===== config.mk =====
export PLATFORM = sky130hd
export DESIGN_NAME = codon_translator_with_line_wrap
export DESIGN_NICKNAME = d
export VERILOG_FILES = /design/src/hw/rtl/ctw_pkg.sv /design/src/hw/rtl/ctw_in_reg.sv /design/src/hw/rtl/ctw_core.sv /design/src/hw/rtl/ctw_out_buf.sv /design/src/hw/rtl/codon_translator_with_line_wrap.sv
export VERILOG_INCLUDE_DIRS = /design/src /design/src/hw/rtl
export SDC_FILE = /design/constraint.sdc
export NUM_CORES = 1
export LEC_CHECK = 0
export CORE_MARGIN = 4
export CORE_UTILIZATION = 50
export DETAILED_ROUTE_END_ITERATION = 10
export DONT_BUFFER_PORTS = 1
export PLACE_DENSITY_LB_ADDON = 0.25
export REMOVE_ABC_BUFFERS = 1
export SLEW_MARGIN = 20
export SYNTH_ARGS = -nofsm -noshare
export SYNTH_HDL_FRONTEND = slang
export SYNTH_SLANG_ARGS = --single-unit

===== constraint.sdc =====
create_clock -name clk_i -period 3.7 [get_ports clk_i]
set_input_delay 0.74 -clock clk_i [delete_from_list [all_inputs] [get_ports clk_i]]
set_output_delay 0.74 -clock clk_i [all_outputs]
set_load 0.05 [all_outputs]

===== src/hw/rtl/codon_translator_with_line_wrap_assert.svh =====
// ----------------------------------------------------------------------------
// Codon translator assertion macros
// Concurrent assertion shorthands clocked on clk_i, disabled in reset.
// ----------------------------------------------------------------------------
`ifndef CODON_TRANSLATOR_WITH_LINE_WRAP_ASSERT_SVH
`define CODON_TRANSLATOR_WITH_LINE_WRAP_ASSERT_SVH

// Consequent must hold in the same cycle as the antecedent.
`define CTW_ASSERT_NOW(name, ante, cons, msg) \
  name: assert property (@(posedge clk_i) disable iff (!rst_ni) (ante) |-> (cons)) \
    else $error(msg);

// Consequent must hold in the cycle after the antecedent.
`define CTW_ASSERT_NEXT(name, ante, cons, msg) \
  name: assert property (@(posedge clk_i) disable iff (!rst_ni) (ante) |=> (cons)) \
    else $error(msg);

`endif


===== src/hw/rtl/ctw_pkg.sv =====
// ----------------------------------------------------------------------------
// Codon translator package
// Payload types, base decoding and the standard genetic code table.
// ----------------------------------------------------------------------------
package ctw_pkg;

  localparam int unsigned LineLenW = 16;

  localparam logic [2:0] UNKNOWN_CODE = 3'd4;
  localparam logic [7:0] NEWLINE_CHAR = 8'd10;
  localparam logic [7:0] UNKNOWN_CHAR = "X";

  typedef struct packed {
    logic [7:0] base_char;
    logic       is_last;
  } in_item_t;

  typedef struct packed {
    logic [7:0] out_char;
    logic       out_last;
  } out_item_t;

  typedef struct packed {
    logic [2:0] code;
    logic       last;
  } ctw_base_t;

  typedef struct packed {
    logic       newline;
    logic       emit;
    logic [7:0] residue;
    logic       last;
  } ctw_res_t;

  localparam logic [7:0] CODE_TABLE [64] = '{
    "K", "N", "K", "N", "T", "T", "T", "T", "R", "S", "R", "S", "I", "I", "M", "I",
    "Q", "H", "Q", "H", "P", "P", "P", "P", "R", "R", "R", "R", "L", "L", "L", "L",
    "E", "D", "E", "D", "A", "A", "A", "A", "G", "G", "G", "G", "V", "V", "V", "V",
    "*", "Y", "*", "Y", "S", "S", "S", "S", "*", "C", "W", "C", "L", "F", "L", "F"
  };

  function automatic logic [2:0] base_code(input logic [7:0] c);
    logic [2:0] code;
    case (c)
      "A", "a":           code = 3'd0;
      "C", "c":           code = 3'd1;
      "G", "g":           code = 3'd2;
      "T", "t", "U", "u": code = 3'd3;
      default:            code = UNKNOWN_CODE;
    endcase
    return code;
  endfunction

  function automatic logic [7:0] translate(input logic [2:0] a, input logic [2:0] b,
                                           input logic [2:0] c);
    logic [7:0] aa;
    if (a[2] || b[2] || c[2]) begin
      aa = UNKNOWN_CHAR;
    end else begin
      aa = CODE_TABLE[{a[1:0], b[1:0], c[1:0]}];
    end
    return aa;
  endfunction

endpackage


===== src/hw/rtl/ctw_in_reg.sv =====
// ----------------------------------------------------------------------------
// Codon translator input register
// Decodes the incoming character and holds one base until the core takes it.
// ----------------------------------------------------------------------------
module ctw_in_reg import ctw_pkg::*; (
  input  logic      clk_i,
  input  logic      rst_ni,
  input  logic      in_valid_i,
  output logic      in_stall_o,
  input  in_item_t  in_data_i,
  input  logic      advance_i,
  output logic      item_valid_o,
  output ctw_base_t item_o
);

  logic      valid_q, valid_d;
  ctw_base_t item_q;
  logic      accept;

  assign in_stall_o = valid_q && !advance_i;
  assign accept     = in_valid_i && !in_stall_o;
  assign valid_d    = accept || (valid_q && !advance_i);

  always_ff @(posedge clk_i or negedge rst_ni) begin
    if (!rst_ni) begin
      valid_q <= 1'b0;
    end else begin
      valid_q <= valid_d;
    end
  end

  always_ff @(posedge clk_i) begin
    if (accept) begin
      item_q.code <= base_code(in_data_i.base_char);
      item_q.last <= in_data_i.is_last;
    end
  end

  assign item_valid_o = valid_q;
  assign item_o       = item_q;

endmodule


===== src/hw/rtl/ctw_core.sv =====
// ----------------------------------------------------------------------------
// Codon translator core
// Codon assembly, translation and line-wrap counting for one base per cycle while advance_i is high.
// ----------------------------------------------------------------------------
module ctw_core import ctw_pkg::*; #(
  parameter int unsigned LINE_COUNT_BITS = 16
) (
  input  logic                clk_i,
  input  logic                rst_ni,
  input  logic                cfg_we_i,
  input  logic [LineLenW-1:0] cfg_data_i,
  input  logic                advance_i,
  input  ctw_base_t           item_i,
  output ctw_res_t            res_o
);

  localparam int unsigned CmpW = (LINE_COUNT_BITS > LineLenW) ? LINE_COUNT_BITS : LineLenW;
  localparam logic [1:0] PHASE_NONE = 2'd0;
  localparam logic [1:0] PHASE_ONE  = 2'd1;
  localparam logic [1:0] PHASE_TWO  = 2'd2;

  logic [LineLenW-1:0]        wrap_len_q;
  logic [2:0]                 first_q, first_d;
  logic [2:0]                 second_q, second_d;
  logic [1:0]                 phase_q, phase_d;
  logic [LINE_COUNT_BITS-1:0] left_q, left_d;
  logic [LINE_COUNT_BITS-1:0] cnt_max, reload, left_base;
  logic [CmpW-1:0]            len_ext, max_ext;
  logic                       wrap_on;

  assign cnt_max = {LINE_COUNT_BITS{1'b1}};
  assign len_ext = CmpW'(wrap_len_q);
  assign max_ext = CmpW'(cnt_max);
  assign reload  = (len_ext > max_ext) ? cnt_max : LINE_COUNT_BITS'(len_ext);
  assign wrap_on = (wrap_len_q != '0);
  assign left_base = (left_q == '0) ? reload : left_q;

  always_comb begin
    first_d       = first_q;
    second_d      = second_q;
    phase_d       = phase_q;
    left_d        = left_q;
    res_o.emit    = item_i.last;
    res_o.residue = UNKNOWN_CHAR;
    res_o.last    = item_i.last;
    case (phase_q)
      PHASE_ONE: begin
        second_d = item_i.code;
        phase_d  = PHASE_TWO;
      end
      PHASE_TWO: begin
        res_o.emit    = 1'b1;
        res_o.residue = translate(first_q, second_q, item_i.code);
        phase_d       = PHASE_NONE;
      end
      default: begin
        first_d = item_i.code;
        phase_d = PHASE_ONE;
      end
    endcase
    res_o.newline = res_o.emit && wrap_on && (left_q == '0);
    if (res_o.emit && wrap_on) begin
      left_d = left_base - LINE_COUNT_BITS'(1);
    end
    if (item_i.last) begin
      phase_d = PHASE_NONE;
      left_d  = reload;
    end
  end

  always_ff @(posedge clk_i or negedge rst_ni) begin
    if (!rst_ni) begin
      wrap_len_q <= '0;
      phase_q    <= PHASE_NONE;
      left_q     <= '0;
      first_q    <= '0;
      second_q   <= '0;
    end else if (cfg_we_i) begin
      wrap_len_q <= cfg_data_i;
      left_q     <= ((CmpW'(cfg_data_i)) > max_ext) ? cnt_max
                                                    : LINE_COUNT_BITS'(CmpW'(cfg_data_i));
    end else if (advance_i) begin
      phase_q  <= phase_d;
      left_q   <= left_d;
      first_q  <= first_d;
      second_q <= second_d;
    end
  end

endmodule


===== src/hw/rtl/ctw_out_buf.sv =====
// ----------------------------------------------------------------------------
// Codon translator result register
// Holds an optional newline and one residue, sent newline first.
// ----------------------------------------------------------------------------
module ctw_out_buf import ctw_pkg::*; (
  input  logic      clk_i,
  input  logic      rst_ni,
  input  logic      load_i,
  input  ctw_res_t  res_i,
  output logic      free_o,
  output logic      out_valid_o,
  input  logic      out_stall_i,
  output out_item_t out_data_o
);

  logic       nl_q, nl_d;
  logic       res_q, res_d;
  logic [7:0] char_q;
  logic       last_q;
  logic       xfer;

  assign out_valid_o = nl_q || res_q;
  assign xfer        = out_valid_o && !out_stall_i;
  assign free_o      = !out_valid_o || (xfer && !nl_q);

  always_comb begin
    nl_d  = nl_q;
    res_d = res_q;
    if (load_i) begin
      nl_d  = res_i.newline;
      res_d = res_i.emit;
    end else if (xfer) begin
      if (nl_q) begin
        nl_d = 1'b0;
      end else begin
        res_d = 1'b0;
      end
    end
  end

  always_ff @(posedge clk_i or negedge rst_ni) begin
    if (!rst_ni) begin
      nl_q  <= 1'b0;
      res_q <= 1'b0;
    end else begin
      nl_q  <= nl_d;
      res_q <= res_d;
    end
  end

  always_ff @(posedge clk_i) begin
    if (load_i) begin
      char_q <= res_i.residue;
      last_q <= res_i.last;
    end
  end

  assign out_data_o.out_char = nl_q ? NEWLINE_CHAR : char_q;
  assign out_data_o.out_last = !nl_q && last_q;

endmodule


===== src/hw/rtl/codon_translator_with_line_wrap.sv =====
// ----------------------------------------------------------------------------
// Codon translator with line wrap
// Path: an accepted base is registered in the input register, its result in the result register.
// Throughput: one base per cycle; a base that yields a residue waits while the
// result register still holds a result after this cycle (output stall, newline).
// Reset: clears handshake state, codon phase, line length and line counter.
// ----------------------------------------------------------------------------
`include "codon_translator_with_line_wrap_assert.svh"

module codon_translator_with_line_wrap import ctw_pkg::*; #(
  parameter int unsigned LINE_COUNT_BITS = 16
) (
  input  logic                clk_i,
  input  logic                rst_ni,
  input  logic                in_valid_i,
  output logic                in_stall_o,
  input  in_item_t            in_data_i,
  output logic                out_valid_o,
  input  logic                out_stall_i,
  output out_item_t           out_data_o,
  input  logic                cfg_we_i,
  input  logic [LineLenW-1:0] cfg_data_i
);

  logic      item_valid;
  ctw_base_t item;
  logic      out_free;
  logic      advance;
  logic      load;
  ctw_res_t  res;
  logic      out_is_nl;

  assign advance   = item_valid && (out_free || !res.emit);
  assign load      = advance && res.emit;
  assign out_is_nl = out_valid_o && (out_data_o.out_char == NEWLINE_CHAR);

  ctw_in_reg u_in_reg (
    .clk_i        (clk_i),
    .rst_ni       (rst_ni),
    .in_valid_i   (in_valid_i),
    .in_stall_o   (in_stall_o),
    .in_data_i    (in_data_i),
    .advance_i    (advance),
    .item_valid_o (item_valid),
    .item_o       (item)
  );

  ctw_core #(
    .LINE_COUNT_BITS (LINE_COUNT_BITS)
  ) u_core (
    .clk_i      (clk_i),
    .rst_ni     (rst_ni),
    .cfg_we_i   (cfg_we_i),
    .cfg_data_i (cfg_data_i),
    .advance_i  (advance),
    .item_i     (item),
    .res_o      (res)
  );

  ctw_out_buf u_out_buf (
    .clk_i       (clk_i),
    .rst_ni      (rst_ni),
    .load_i      (load),
    .res_i       (res),
    .free_o      (out_free),
    .out_valid_o (out_valid_o),
    .out_stall_i (out_stall_i),
    .out_data_o  (out_data_o)
  );

  `CTW_ASSERT_NOW(a_stall_needs_result, in_stall_o, out_valid_o, "stall without result")
  `CTW_ASSERT_NOW(a_newline_not_last, out_is_nl, !out_data_o.out_last, "newline flagged last")
  `CTW_ASSERT_NEXT(a_newline_then_residue, out_is_nl && !out_stall_i, out_valid_o, "lone newline")

endmodule


==> flow_summary.ini, run 1 <==
[outcome]
status = finished, final reports clean

[setup_path]
slowest_delay_ns = 0.53
critPathTopFamily = simple AND/OR/NAND/NOR gates
start_kind = flop
crit_start = u_core.left_q[2]
critPathMaxFanout = 9
end_kind = flop
path_class = flop to flop
worstPathRequired_ns = 3.89
r2r-start = u_core.left_q[2]
arrival_ns = 3.53
crit_slowest_cell = or3b_2
path_buf_inv = 0
crit_path_cell_trace = or3_1 > or4_1 > nor2_1 > a21oi_1 > ha_1 > or3b_2 > nor4b_1 > o311a_1 > a211oi_1 > a41oi_1 > a22oi_1

[synthesis]
async_flop_share = 0.782
synth_edf_count = 12
ys_ff_latch = 55
synth_most_common_cell = dfrtp_1
ys_types = 62
yosysTopAreaCellShare = 0.304
synth_cells = 403
yosysTopAreaCell = dfrtp_1
yosys-top-cells-count = dfrtp_1 (43), o21ai_0 (39), nand2_1 (32), nor2_1 (30), inv_1 (25)
ys_seq_area_frac = 0.406
synthFlopType = dfrtp_1
ys_top_cells_by_area = dfrtp_1 (30%), edfxtp_1 (10%), o21ai_0 (5.5%)
synth_area_um2 = 3540
synth_warnings = 0
syn_area_per_cell_um2 = 8.79

[timing]
holdWs_ns = 0.116
hold_violations = 0
rsz0062_at_grt = no
finalMaxSlewViolations = 0
max_freq_mhz = 300
finalCritPeriodShare = 0.902
relSlewSlack = 0.354
clock_skew_ns = 0.00966
timing.final.crit_period_ns = 3.34
setup_violations = 0
setup-tns-final_ns = 0
worstMarginPinSlew_ns = 0.968

[pwr]
p_leak_nw = 1.40
vdd_drop_max_mv = 0.250
pwr_density_cell_nw_per_um2 = 442

[drt]
vias = 2972
finalWirelength_mm = 8.29
avgRoutedWirePerCell_um = 17.0
via_per_inst = 6.12
drc = 0
first_pass_iters = 5
initialDrtViolationCount = 247
ant_nets = 0

[grt]
grt_max_degree = 44
gr-total-overflow = 0
grt_use_total = 0.204
antenna_found_initial = 0
grt_pass1_vias = 2927
grt_pass1_wl_mm = 14.3

[cts]
clk_path_buf_depth = 2
cts_setup_buffers = 0
path_clk_slew_ns = 0.10
insertion_delay_ns = 0.30
htreeDepth = 2
tritoncts_num_sinks = 55
holdBufCountCts = 0
numCtsBuffers = 5
cts.repair.resized = 0
cts_root_buf = clkbuf_8
cts_tree = built

[place]
gp_congestion = 0.916
portBuffers = 0
dp_hpwl_mm = 5.86
place_inst = 478

[floorplanning]
coreArea_um2 = 6830
start_util = 0.518
die_x_um = 92.2
io_pins = 41
dieHeight_um = 92.2
die-area_um2 = 8500
num_rows = 30

[min_path]
hp-class = input pin to async pin

[finish]
instances_no_fill = 486
drive_above_1_share = 0.0974
nets = 427
syn_to_final_growth_pct = 4.06
n_antenna_cell = 0

[run]
drv_cap = 0
## cell usage in the layout (no fill, tap or decap), types with 10 or more instances in the layout
master    instances
inv_1            25
nor2b_1          10
o21ai_0          39
nor3_1           13
a31oi_1          10
a211oi_1         10
nor2_1           30
a21oi_1          23
dfrtp_1          43
edfxtp_1         12
mux2_2           12
nand2_1          32
## path summary, 6_finish.rpt
kind,end,slack (ns),cells after the start
min in group clk_i,u_core.left_q[11],0.51,1
worst min-delay path,u_core.first_q[1],0.12,0
worst min register to register,u_core.first_q[2],0.53,1
worst max-delay path,u_core.left_q[14],0.36,11
max in group asynchronous,u_core.left_q[15],3.47,0
worst max register to register,u_core.left_q[14],0.36,11
## where the power goes
group / internal (mW) / switching (mW)
Combinational: 0.195 / 0.264
Sequential: 0.702 / 0.136
Clock: 0.136 / 0.196
Total: 1.03 / 0.597
## flip-flops by register name, indices dropped and copies added (netlist names)
name and count:
u_core.second_q 3, u_out_buf.last_q 1, u_core.left_q 16, u_in_reg.item_o 4
u_out_buf.nl_q 1, u_out_buf.char_q 7, u_core.first_q 3, u_out_buf.res_q 1
u_core.phase_q 2, u_core.len_ext 16, u_in_reg.item_valid_o 1
## metrics by stage
stage | total power, mW | area [µm²] | utilization | worst slack [ns]
CTS | 1.64 | 3690 | 0.540 | 0.426
global route | 1.75 | 3690 | 0.540 | 0.182
global placement | 1.28 | 3600 | 0.526 | 0.550
floorplan | 1.19 | 3420 | - | 0.671
detailed placement | 1.30 | 3600 | 0.526 | 0.426
finish | 1.63 | 3690 | 0.540 | 0.363
## worst reg2reg max path, cell delays in order (launching register included)
cell and delay (ns):
dfrtp_1 0.41, or3_1 0.36, or4_1 0.19, nor2_1 0.06, a21oi_1 0.16, ha_1 0.25, or3b_2 0.53, nor4b_1 0.48
o311a_1 0.38, a211oi_1 0.11, a41oi_1 0.20, a22oi_1 0.11
## cell type report
| type | count | area [µm²] |
|---|---|---|
| repair buffers | 7 | 52.6 |
| inverters | 25 | 93.8 |
| clock buffers | 6 | 72.6 |
| well taps | 96 | 120 |
| flip-flops and latches | 55 | 1440 |
| clock inverters | 2 | 17.5 |
| fillers | 646 | 3150 |
| multi-input cells | 295 | 1890 |
## cells by family after synthesis
group | Yosys count | synth area share
other | 1 | 0.00106
buffers and inverters | 53 | 0.0600
muxes | 14 | 0.0438
and+or+nand+nor | 138 | 0.209
DFF | 55 | 0.406
AOI/OAI and AO/OA | 133 | 0.250
adders and majority gates | 8 | 0.0283
xor gates and xnor gates | 1 | 0.00247
## per-layer routing
metal,part of all wire,GRT usage,vias to the layer above
met2,0.44,0.318,103
met5,0,0,-
met3,0.068,0.0443,14
met1,0.47,0.285,1399
met4,0.016,0.0631,0
li1,-,-,1456
Power figures use the tool's default switching activity.
==> run 2, diff against run 1 <==
SYNTH_HIERARCHICAL = 1   (was unset)
==> run 2 against run 1 <==
Sequential share of layout area decreased by 0.84 points. Synthesized cell count increased by 4.7%. First-iteration DRC count decreased by 21%. Cell count increased by 4.9%. Combinational power increased by 20%. Cell area increased by 4.3%. Critical path type unchanged.
==> flow_summary.ini, run 2 <==
[grt]
grt_use_met1 = 0.320
met3_usage = 0.0385
antenna_found_initial = 0
grt_use_total = 0.212
gr-total-overflow = 0
grt_max_degree = 44
grt_pass1_wl_mm = 14.6
met2_usage = 0.305
top_usage_layer = met1
grt_pass1_vias = 2832

[synthesis]
synth_top_family_by_area = compound AO/OA/AOI/OAI gates
ys_top_cells_by_area = dfrtp_1 (29%), edfxtp_1 (11%), o21ai_0 (5.5%)
ys_seq_area_frac = 0.396
synth_warnings = 6
synth_edf_count = 13
synthMuxAreaShare = 0.0571
synthFlopType = dfrtp_1
syn_area_per_cell_um2 = 8.78
yosysTopAreaCell = dfrtp_1
async_flop_share = 0.768
yosys.area_share.adder = 0.0236
yosys.area_share.simple = 0.208
ys_types = 68
synthXorXnorAreaFrac = 0
synth_compound_area_frac = 0.252
yosysTopAreaCellShare = 0.291
synth_cells = 422
synth_area_um2 = 3700
yosys-top-cells-count = dfrtp_1 (43), nand2_1 (41), o21ai_0 (41), inv_1 (25), nor3_1 (21)
synth_most_common_cell = dfrtp_1
ys_ff_latch = 56

[finish]
nets = 447
area.sequential_um2 = 1470
fin_util = 0.533
syn_to_final_growth_pct = 3.85
n_antenna_cell = 0
multiInputGateArea_um2 = 2000
final_cell_mix = dfrtp_1 (43), nand2_1 (41), o21ai_0 (41)
drive_above_1_share = 0.112
fin_area_um2 = 3850
final_common_cell = dfrtp_1
fillCellCount = 682
instances_no_fill = 510

[timing]
relSlewSlack = 0.372
post-route-worst-setup-slack_ns = 0.300
setup-tns-final_ns = 0
max_freq_mhz = 294
finalCritPeriodShare = 0.919
worstMarginPinSlew_ns = 0.939
finalMaxSlewViolations = 0
holdWs_ns = 0.104
setup_violations = 0
clock_skew_ns = 0.0111
rsz0062_at_grt = no
timing.final.crit_period_ns = 3.40
hold_violations = 0

[cts]
holdBufCountCts = 0
insertion_delay_ns = 0.31
htreeDepth = 2
clk_path_buf_depth = 2
numCtsBuffers = 5
cts_setup_buffers = 0
cts.repair.resized = 0
path_clk_slew_ns = 0.10
tritoncts_num_sinks = 56
cts_root_buf = clkbuf_8
cts_tree = built

[pwr]
seqPwrFrac = 0.500
p_total_mw = 1.78
p_leak_nw = 1.49
internal_power_mw = 1.09
combinationalPowerShare = 0.311
swShare = 0.384
pwr_density_cell_nw_per_um2 = 462
p_sw_mw = 0.683
clock_power_share = 0.190
vdd_drop_max_mv = 0.215

[floorplanning]
die_x_um = 94.1
io_pins = 41
die-area_um2 = 8850
num_rows = 31
coreArea_um2 = 7210
start_util = 0.513
dieHeight_um = 94.1

[setup_path]
r2r-start = u_core/left_q[11]
worstPathRequired_ns = 3.92
critPathMaxFanout = 6
endpoint = u_core/left_q[14]
rrSetupSlack_ns = 0.30
crit_start = u_core/left_q[11]
end_kind = flop
r2r.worst_path.cells = 11
path_class = flop to flop
arrival_ns = 3.62
start_kind = flop
rr_endpoint = u_core/left_q[14]

[place]
pre_cts_ws_ns = 0.354
placed_cell_area_um2 = 3760
portBuffers = 0
place_inst = 502
gp_congestion = 0.962
dp_hpwl_mm = 6.59

[drt]
initialDrtViolationCount = 194
first_pass_iters = 5
finalWirelength_mm = 9.21
avgRoutedWirePerCell_um = 18.1
ant_nets = 0
vias = 3199
via_per_inst = 6.27
drc = 0

[run]
drv_cap = 0

[outcome]
status = finished, final reports clean

[min_path]
hp-class = input pin to async pin
-- run 2: cell types whose count changed after synthesis, moves of 4 or more --
cell / previous run / this run
o221ai_1: 1 / 7
nor3_1: 13 / 21
nor2_1: 30 / 19
nand2_1: 32 / 41
a21oi_1: 23 / 19
buf_2: 8 / 3
o31ai_1: 7 / 2
-- run 2: final cells by class --
| class | instances | share of cell area |
|---|---|---|
| Tap cell | 99 | 0.0322 |
| Timing Repair Buffer | 9 | 0.0176 |
| Multi-Input combinational cell | 312 | 0.521 |
| Clock buffer | 6 | 0.0189 |
| Clock inverter | 2 | 0.00358 |
| Sequential cell | 56 | 0.381 |
| Inverter | 26 | 0.0254 |
-- run 2: worst max-delay path: stages (launching register included) --
cell      delay (ns)
dfrtp_1         0.44
or4_1           0.69
or3_1           0.56
nor2_2          0.18
a21oi_1         0.09
ha_1            0.26
nor4b_1         0.18
inv_1           0.07
a211oi_1        0.06
and3_1          0.30
and3_1          0.21
a311oi_1        0.26
-- run 2: logic make-up after synthesis --
group / Yosys count
buffers and inverters: 54
muxes: 19
DFF: 56
and+or+nand+nor: 147
AOI/OAI and AO/OA: 138
adders and majority gates: 7
other: 1
-- run 2: worst min-delay path by stage --
stage	start	to	slack, ns	depth (start not counted)
after floorplan	rst_ni	u_core/first_q[0]	0.44	0
after global placement	rst_ni	u_core/len_ext[3]	0.45	0
after detailed placement	rst_ni	u_core/left_q[3]	0.45	0
after CTS	rst_ni	u_core/len_ext[1]	0.09	0
after global routing	rst_ni	u_core/len_ext[14]	0.07	0
final	rst_ni	u_core/len_ext[1]	0.10	0
-- run 2: power groups by stage --
| stage | Combinational (mW) | Sequential, mW | Clock [mW] |
|---|---|---|---|
| 2_1_floorplan | 0.441 | 0.853 | 0 |
| 4_1_cts | 0.550 | 0.883 | 0.355 |
| 3_3_place_gp | 0.531 | 0.888 | 0 |
| 5_1_grt | 0.616 | 0.907 | 0.385 |
| 3_5_place_dp | 0.548 | 0.896 | 0 |
| 6_report | 0.552 | 0.887 | 0.337 |
-- run 2: routing by layer --
metal / wire length [µm] / share of wire / up-vias
met5: 0 / 0 / -
met4: 167 / 0.018 / 0
met3: 713 / 0.077 / 14
met2: 3980 / 0.43 / 129
met1: 4340 / 0.47 / 1529
li1: - / - / 1527
